[config.mk]
export PLATFORM = sky130hd
export DESIGN_NAME = tcw_ctrl
export DESIGN_NICKNAME = d
export VERILOG_FILES = /design/src/rtl/tcw_pkg.sv /design/src/rtl/tcw_ctrl.sv
export VERILOG_INCLUDE_DIRS = /design/src /design/src/rtl
export SDC_FILE = /design/constraint.sdc
export NUM_CORES = 1
export LEC_CHECK = 0
export BUFFER_PORTS_ARGS = -buffer_cell sky130_fd_sc_hd__buf_2
export CORE_UTILIZATION = 37
export CTS_CLUSTER_DIAMETER = 100
export DETAILED_ROUTE_END_ITERATION = 8
export GPL_ROUTABILITY_DRIVEN = 0
export SLEW_MARGIN = 0
export SYNTH_ARGS = -nofsm -noshare
export SYNTH_HDL_FRONTEND = slang
export SYNTH_SLANG_ARGS = --single-unit
[constraint.sdc]
create_clock -name clock -period 3.3 [get_ports clock]
set_input_delay 0.66 -clock clock [delete_from_list [all_inputs] [get_ports clock]]
set_output_delay 0.66 -clock clock [all_outputs]
set_load 0.05 [all_outputs]
[src/rtl/text_console_writer_unit_macros.svh]
// ---------------------------------------------------------------------------
// text_console_writer_unit_macros.svh
// Assertion macros for the text console writer; empty in synthesis.
// ---------------------------------------------------------------------------
`ifndef TEXT_CONSOLE_WRITER_UNIT_MACROS_SVH
`define TEXT_CONSOLE_WRITER_UNIT_MACROS_SVH

`ifndef SYNTHESIS

// property must hold at every clock edge outside reset
`define TCW_ASSERT(lbl, clk, rst, prop) \
   lbl: assert property (@(posedge clk) disable iff (rst) (prop)) \
      else $error("tcw assertion failed");

// expression must never be true outside reset
`define TCW_NEVER(lbl, clk, rst, expr) \
   lbl: assert property (@(posedge clk) disable iff (rst) !(expr)) \
      else $error("tcw forbidden condition seen");

`else

`define TCW_ASSERT(lbl, clk, rst, prop)
`define TCW_NEVER(lbl, clk, rst, expr)

`endif

`endif

[src/rtl/tcw_pkg.sv]
// ---------------------------------------------------------------------------
// tcw_pkg
// Shared constants and types of the text console writer.
// ---------------------------------------------------------------------------
package tcw_pkg;

   // screen geometry
   localparam int COLS  = 80;
   localparam int ROWS  = 25;
   localparam int CELLS = ROWS * COLS;

   // widths of the transaction fields
   localparam int CURSOR_W = 11;
   localparam int ROW_W    = 5;
   localparam int COL_W    = 7;
   localparam int BYTE_W   = 8;
   localparam int CELL_W   = 2 * BYTE_W;

   // internal widths
   localparam int ADDR_W  = $clog2(CELLS);
   localparam int CCOL_W  = $clog2(COLS);

   localparam logic [BYTE_W-1:0] BLANK_CHAR   = 8'h20;
   localparam logic [BYTE_W-1:0] NEWLINE_CHAR = 8'h0A;
   localparam logic [BYTE_W-1:0] ATTR_RESET   = 8'h0F;

   typedef enum logic [1:0] {
      FUNC_PUT       = 2'd0,
      FUNC_BACKSPACE = 2'd1,
      FUNC_CLEAR     = 2'd2,
      FUNC_READ      = 2'd3
   } func_type;

   // cell store access for one cycle
   typedef struct packed {
      logic              rd_en;
      logic [ADDR_W-1:0] rd_addr;
      logic              wr_en;
      logic [ADDR_W-1:0] wr_addr;
      logic [CELL_W-1:0] wr_data;
   } ram_req_type;

endpackage

[src/rtl/tcw_ctrl.sv]
// ---------------------------------------------------------------------------
// tcw_ctrl
// Command sequencer: cursor tracking, scroll and clear sweeps, cell reads.
// ---------------------------------------------------------------------------
`include "text_console_writer_unit_macros.svh"

module tcw_ctrl (
   input  logic                          clock,
   input  logic                          reset,
   input  logic                          start,
   output logic                          busy,
   input  logic [1:0]                    req_func,
   input  logic [tcw_pkg::BYTE_W-1:0]    req_char_code,
   input  logic [tcw_pkg::ROW_W-1:0]     req_read_row,
   input  logic [tcw_pkg::COL_W-1:0]     req_read_col,
   input  logic [tcw_pkg::BYTE_W-1:0]    text_attr,
   output logic                          rsp_valid,
   output logic [tcw_pkg::CURSOR_W-1:0]  rsp_cursor_cell,
   output logic [tcw_pkg::BYTE_W-1:0]    rsp_read_char,
   output logic [tcw_pkg::BYTE_W-1:0]    rsp_read_attr,
   output tcw_pkg::ram_req_type          ram_req,
   input  logic [tcw_pkg::CELL_W-1:0]    ram_rd_data
);

   typedef enum logic [2:0] {
      ST_IDLE,
      ST_EXEC,
      ST_READ_WAIT,
      ST_SCROLL,
      ST_FILL
   } state_type;

   state_type                       state_ff, state_in;
   tcw_pkg::func_type               func_ff, func_in;
   logic [tcw_pkg::BYTE_W-1:0]      char_ff, char_in;
   logic [tcw_pkg::ROW_W-1:0]       row_ff, row_in;
   logic [tcw_pkg::COL_W-1:0]       col_ff, col_in;
   logic [tcw_pkg::CURSOR_W-1:0]    cursor_ff, cursor_in;
   logic [tcw_pkg::CCOL_W-1:0]      ccol_ff, ccol_in;
   logic [tcw_pkg::CURSOR_W-1:0]    scan_ff, scan_in;
   logic                            pend_ff, pend_in;
   logic                            rsp_valid_ff, rsp_valid_in;
   logic [tcw_pkg::CURSOR_W-1:0]    rsp_cursor_ff, rsp_cursor_in;
   logic [tcw_pkg::BYTE_W-1:0]      rsp_char_ff, rsp_char_in;
   logic [tcw_pkg::BYTE_W-1:0]      rsp_attr_ff, rsp_attr_in;
   logic [tcw_pkg::CELL_W-1:0]      blank_cell;
   logic                            read_in_range;
   logic [tcw_pkg::CURSOR_W-1:0]    read_index;
   logic                            cursor_at_end;

   assign blank_cell    = {text_attr, tcw_pkg::BLANK_CHAR};
   assign read_in_range = (32'(row_ff) < tcw_pkg::ROWS) && (32'(col_ff) < tcw_pkg::COLS);
   assign read_index    = tcw_pkg::CURSOR_W'(32'(row_ff) * tcw_pkg::COLS + 32'(col_ff));
   assign cursor_at_end = (cursor_ff == tcw_pkg::CURSOR_W'(tcw_pkg::CELLS));

   // next state and datapath
   always_comb begin
      state_in      = state_ff;
      func_in       = func_ff;
      char_in       = char_ff;
      row_in        = row_ff;
      col_in        = col_ff;
      cursor_in     = cursor_ff;
      ccol_in       = ccol_ff;
      scan_in       = scan_ff;
      pend_in       = pend_ff;
      rsp_valid_in  = 1'b0;
      rsp_cursor_in = rsp_cursor_ff;
      rsp_char_in   = rsp_char_ff;
      rsp_attr_in   = rsp_attr_ff;
      ram_req       = '0;
      unique case (state_ff)
         ST_IDLE: begin
            if (start) begin
               func_in  = tcw_pkg::func_type'(req_func);
               char_in  = req_char_code;
               row_in   = req_read_row;
               col_in   = req_read_col;
               state_in = ST_EXEC;
            end
         end
         ST_EXEC: begin
            rsp_char_in = '0;
            rsp_attr_in = '0;
            unique case (func_ff)
               tcw_pkg::FUNC_PUT: begin
                  if (char_ff == '0) begin
                     state_in = ST_IDLE;
                  end else if (cursor_at_end) begin
                     // past the end: move rows up before the put
                     scan_in  = tcw_pkg::CURSOR_W'(tcw_pkg::COLS);
                     pend_in  = 1'b0;
                     state_in = ST_SCROLL;
                  end else if (char_ff == tcw_pkg::NEWLINE_CHAR) begin
                     cursor_in = tcw_pkg::CURSOR_W'(cursor_ff
                                 - tcw_pkg::CURSOR_W'(ccol_ff)
                                 + tcw_pkg::CURSOR_W'(tcw_pkg::COLS));
                     ccol_in   = '0;
                     state_in  = ST_IDLE;
                  end else begin
                     ram_req.wr_en   = 1'b1;
                     ram_req.wr_addr = tcw_pkg::ADDR_W'(cursor_ff);
                     ram_req.wr_data = {text_attr, char_ff};
                     cursor_in       = tcw_pkg::CURSOR_W'(cursor_ff + 1'b1);
                     ccol_in = (ccol_ff == tcw_pkg::CCOL_W'(tcw_pkg::COLS - 1)) ? '0
                               : tcw_pkg::CCOL_W'(ccol_ff + 1'b1);
                     state_in = ST_IDLE;
                  end
               end
               tcw_pkg::FUNC_BACKSPACE: begin
                  if (cursor_ff != '0) begin
                     cursor_in       = tcw_pkg::CURSOR_W'(cursor_ff - 1'b1);
                     ram_req.wr_en   = 1'b1;
                     ram_req.wr_addr = tcw_pkg::ADDR_W'(cursor_in);
                     ram_req.wr_data = blank_cell;
                     ccol_in = (ccol_ff == '0) ? tcw_pkg::CCOL_W'(tcw_pkg::COLS - 1)
                               : tcw_pkg::CCOL_W'(ccol_ff - 1'b1);
                  end
                  state_in = ST_IDLE;
               end
               tcw_pkg::FUNC_CLEAR: begin
                  scan_in  = '0;
                  state_in = ST_FILL;
               end
               tcw_pkg::FUNC_READ: begin
                  if (read_in_range) begin
                     ram_req.rd_en   = 1'b1;
                     ram_req.rd_addr = tcw_pkg::ADDR_W'(read_index);
                     state_in        = ST_READ_WAIT;
                  end else begin
                     state_in = ST_IDLE;
                  end
               end
               default: state_in = ST_IDLE;
            endcase
            rsp_valid_in = (state_in == ST_IDLE);
         end
         ST_READ_WAIT: begin
            rsp_char_in  = ram_rd_data[tcw_pkg::BYTE_W-1:0];
            rsp_attr_in  = ram_rd_data[tcw_pkg::CELL_W-1:tcw_pkg::BYTE_W];
            rsp_valid_in = 1'b1;
            state_in     = ST_IDLE;
         end
         ST_SCROLL: begin
            // read one row below, write back the cell fetched last cycle
            ram_req.rd_en   = (scan_ff != tcw_pkg::CURSOR_W'(tcw_pkg::CELLS));
            ram_req.rd_addr = tcw_pkg::ADDR_W'(scan_ff);
            ram_req.wr_en   = pend_ff;
            ram_req.wr_addr = tcw_pkg::ADDR_W'(scan_ff
                              - tcw_pkg::CURSOR_W'(tcw_pkg::COLS + 1));
            ram_req.wr_data = ram_rd_data;
            pend_in         = ram_req.rd_en;
            if (ram_req.rd_en) begin
               scan_in = tcw_pkg::CURSOR_W'(scan_ff + 1'b1);
            end else begin
               scan_in  = tcw_pkg::CURSOR_W'(tcw_pkg::CELLS - tcw_pkg::COLS);
               state_in = ST_FILL;
            end
         end
         ST_FILL: begin
            // blank sweep up to the last cell: bottom row for scroll, all for clear
            ram_req.wr_en   = 1'b1;
            ram_req.wr_addr = tcw_pkg::ADDR_W'(scan_ff);
            ram_req.wr_data = blank_cell;
            scan_in         = tcw_pkg::CURSOR_W'(scan_ff + 1'b1);
            if (scan_ff == tcw_pkg::CURSOR_W'(tcw_pkg::CELLS - 1)) begin
               if (func_ff == tcw_pkg::FUNC_CLEAR) begin
                  cursor_in     = '0;
                  ccol_in       = '0;
                  rsp_char_in   = '0;
                  rsp_attr_in   = '0;
                  rsp_valid_in  = 1'b1;
                  state_in      = ST_IDLE;
               end else begin
                  // scroll done: cursor drops one row, then the put runs again
                  cursor_in = tcw_pkg::CURSOR_W'(cursor_ff
                              - tcw_pkg::CURSOR_W'(tcw_pkg::COLS));
                  state_in  = ST_EXEC;
               end
            end
         end
         default: state_in = ST_IDLE;
      endcase
      rsp_cursor_in = rsp_valid_in ? cursor_in : rsp_cursor_ff;
   end

   // state and registered outputs
   always_ff @(posedge clock) begin
      if (reset) begin
         state_ff     <= ST_IDLE;
         cursor_ff    <= '0;
         ccol_ff      <= '0;
         pend_ff      <= 1'b0;
         rsp_valid_ff <= 1'b0;
      end else begin
         state_ff     <= state_in;
         cursor_ff    <= cursor_in;
         ccol_ff      <= ccol_in;
         pend_ff      <= pend_in;
         rsp_valid_ff <= rsp_valid_in;
      end
      func_ff       <= func_in;
      char_ff       <= char_in;
      row_ff        <= row_in;
      col_ff        <= col_in;
      scan_ff       <= scan_in;
      rsp_cursor_ff <= rsp_cursor_in;
      rsp_char_ff   <= rsp_char_in;
      rsp_attr_ff   <= rsp_attr_in;
   end

   assign busy            = (state_ff != ST_IDLE);
   assign rsp_valid       = rsp_valid_ff;
   assign rsp_cursor_cell = rsp_cursor_ff;
   assign rsp_read_char   = rsp_char_ff;
   assign rsp_read_attr   = rsp_attr_ff;

   // checks
   `TCW_NEVER(a_cursor_range, clock, reset, cursor_ff > tcw_pkg::CURSOR_W'(tcw_pkg::CELLS))
   `TCW_ASSERT(a_col_match, clock, reset, cursor_at_end |-> (ccol_ff == '0))
   `TCW_ASSERT(a_rsp_idle, clock, reset, rsp_valid_ff |-> (state_ff == ST_IDLE))
   `TCW_ASSERT(a_accept_busy, clock, reset, (start && !busy) |=> busy)
   `TCW_NEVER(a_wr_range, clock, reset, ram_req.wr_en && (32'(ram_req.wr_addr) >= tcw_pkg::CELLS))

endmodule

==> key figures <==
Routing
  • Final WL: 22.3 mm
  • First-pass iteration count of the detailed router: 5
  • First DRT Iteration DRCs: 656
  • Remaining DRCs: 0
  • Routed vias/inst: 5.84
  • Routed WL per cell: 19.7 um
  • Via Count: 6590
  • Final ANT Viol Nets: 0

STA
  • Endpoints failing hold: 0
  • Slew Viols, Final: 0
  • RSZ-0062 raised after global routing: yes
  • Slew @ Worst Pin: 723 ps
  • Layout Skew: 11.5 ps
  • Max_slew headroom: 0.517
  • Achievable Freq: 0.303 GHz
  • Final period utilization: 1.00
  • Worst setup margin: 1.12 ps
  • # setup viols final: 0
  • Minimum clock period: 3300 ps

Job
  • Max-cap check violation count: 0

Global route
  • Initial antenna violation count: 1
  • Vias in the first global route: 6055
  • Total gr overflow: 0
  • Global-route wire length before repair: 34.1 mm
  • GR Util All Layers: 0.248
  • Largest net degree at the start of global routing: 27

Clock tree
  • Clock buffer depth: 2
  • Root Driver: clkbuf_16
  • Post-CTS Hold Buffers: 0
  • CTS tree: done
  • # clock sinks: 83
  • H-tree levels: 3
  • Clock slew at reported path FFs: 70 ps
  • CTS buffer count: 9
  • Worst-Skew Late Latency: 360 ps

Placement
  • Count of input and output buffers: 117
  • Setup slack at placement: 6.38 ps
  • HPWL after DPL: 16.6 mm
  • Post-Place Cell Area: 7640 um^2
  • Cell Count Post-Placement: 1096

Finish
  • Inserted Diodes: 0
  • Layout cell share with drive strength beyond 1: 0.312
  • Non-Filler Instances: 1128
  • NumNets Final: 995
  • Area Growth Syn to Fin: 28.4%
  • Design Area, Final: 8260 um^2

Worst setup path
  • CP Capture Type: output port
  • WP data required: 2640 ps
  • Data arrival time of the worst path: 2640 ps
  • Critical path type: flop to output port
  • Crit path launch type: flop
  • Worst reg-to-reg setup slack: 310 ps
  • Worst r2r dst: rsp_cursor_cell[7]
  • Reg-to-Reg Start: ccol_ff[1]
  • Worst R2R Path Depth: 10
  • Worst Path Max Fanout: 10

Synthesis
  • Syn Nets: 835
  • Primary FF master, synth: edfxtp_1
  • Unique masters post-synth: 76
  • Seq/Total Area, Yosys: 0.351
  • Post-Syn Area: 6440 um^2
  • Syn Inst Count: 743
  • Async SR Flop Fraction: 0
  • YS warnings: 0
  • Flops & latches, synth: 83
  • Number of synthesized flops with an enable pin: 60
  • Avg Cell Area, Syn: 8.66 um^2

Power and ir drop
  • PwrDens: 1020 nW/um^2
  • Maximum vdd drop: 0.488 mV
  • Leakage: 3.39 nW

Die
  • Core area: 16800 um^2
  • Die area: 17900 um^2
  • Die extent in y: 134 um
  • Width of the die: 134 um
  • Io pins: 118
  • Rows: 47
  • Initial core utilization: 0.384

Worst hold path
  • HP Start: req_read_col[2]
  • Hold Path Class: input pin to flop
  • Hold depth: 1
  • Min-Delay Endpoint: col_ff[2]

Run status
  • Outcome: complete, no violations
## where the power goes
group	switching, mW	leakage, nW	internal, mW
logic	3.59	2.49	1.92
clock network	0.433	0.134	0.535
registers	0.289	0.766	1.62
total	4.31	3.39	4.08
## placed cells by master, fill, tap and decap left out, types with 23 or more instances in the layout
cell type / instances
nand3_1: 26
buf_4: 86
nand2_1: 50
inv_1: 23
buf_2: 102
nor2_1: 54
edfxtp_1: 60
and2_1: 23
a21oi_1: 53
ha_1: 35
o21ai_0: 48
## cell families (layout without fill, tap and decap cells)
kind of cell               after synthesis  count (layout)  synth area share
AOI/OAI and AO/OA                      242             242             0.252
xor gates and xnor gates                27              27            0.0367
adders and majority gates               43              43            0.0871
buffers and inverters                   84             247            0.0527
DFF                                     83              83             0.351
muxes                                    2               2           0.00330
and+or+nand+nor                        262             264             0.217
## metal layers
metal,vias to the layer above,routed length (um),GRT usage,part of all wire
met5,-,0,0,0
met2,314,9760,0.376,0.44
li1,3128,-,-,-
met1,3095,10200,0.358,0.46
met3,53,1680,0.0321,0.075
met4,0,635,0.0928,0.029
## critical path, cell delays in order (launching register included)
cell and delay [ps]:
dfxtp_2 330, inv_2 80, ha_4 130, or4bb_4 540
o21ai_1 140, buf_4 190, nor2_1 70, o21ai_0 200
a21oi_1 110, a221o_1 280, buf_2 220
## synthesized netlist by cell type, types with 4 or more instances
cell type / instances / area share
and2_1: 24 / 0.023
or4_1: 4 / 0.0047
nand3_1: 26 / 0.020
o211ai_1: 6 / 0.0070
buf_2: 7 / 0.0054
o31ai_1: 8 / 0.0093
nor2_1: 54 / 0.031
o21a_1: 6 / 0.0070
o21ai_1: 4 / 0.0031
and4_1: 4 / 0.0054
nand2_1: 52 / 0.030
o221ai_1: 5 / 0.0068
o21ai_0: 55 / 0.043
nor3b_1: 6 / 0.0070
a22o_1: 18 / 0.024
xnor2_1: 15 / 0.020
nor3_1: 24 / 0.019
dfxtp_1: 23 / 0.072
nand4_1: 11 / 0.011
ha_1: 40 / 0.078
xor2_1: 12 / 0.016
a21oi_1: 54 / 0.042
a211oi_1: 12 / 0.014
a31oi_1: 12 / 0.012
a221o_1: 6 / 0.0093
clkbuf_1: 42 / 0.024
nor2b_1: 8 / 0.0078
a32o_1: 4 / 0.0062
o22ai_1: 7 / 0.0068
inv_1: 31 / 0.018
nand2b_1: 9 / 0.0087
a221oi_1: 5 / 0.0068
edfxtp_1: 60 / 0.28
and3_1: 5 / 0.0049
a21o_1: 8 / 0.0093
or2_2: 4 / 0.0039
nor4_1: 8 / 0.0078
## how the worst max path moves through the flow
stage               slack (ps)           to         start  cells after the start
floorplan                 -100  ram_req[34]   state_ff[1]                      7
global placement           130  ram_req[13]  cursor_ff[5]                      9
detailed placement           6  ram_req[14]    char_ff[0]                      8
CTS                         -6  ram_req[38]     row_ff[3]                      9
global route              -100  ram_req[38]     row_ff[3]                      9
finish                       1  ram_req[21]  cursor_ff[5]                     10
## final cells by class
class / instances / area, um^2
clock buffers: 13 / 250
well taps: 220 / 275
clock inverters: 3 / 22.5
fillers: 1620 / 8500
multi-input cells: 578 / 4040
flip-flops and latches: 83 / 2270
inverters: 31 / 116
repair buffers: 200 / 1290
## what timing repair did
| item | in CTS | in global routing |
|---|---|---|
| gates cloned | 2 | 0 |
| buffers inserted | 9 | 5 |
| pin swaps | 10 | 9 |
| gates resized for setup | 42 | 39 |
| setup endpoints to repair | 21 | 24 |
## through the flow
stage | hold slack [ps] | total power [mW] | TNS, ps | util
6_report | 475 | 8.39 | 0 | 0.493
3_3_place_gp | 497 | 6.94 | 0 | 0.456
2_1_floorplan | 449 | 5.49 | -314 | -
4_1_cts | 472 | 8.14 | -5.71 | 0.485
3_5_place_dp | 494 | 6.95 | 0 | 0.456
5_1_grt | 477 | 8.85 | -628 | 0.493
## registers in the layout (all words and copies together) (netlist names), 2 cells and up
name	cells
state_ff	3
rsp_read_attr	8
func_ff	2
char_ff	8
scan_ff	11
rsp_read_char	8
cursor_ff	11
col_ff	7
row_ff	5
ccol_ff	7
rsp_cursor_cell	11
Power figures use the tool's default switching activity.
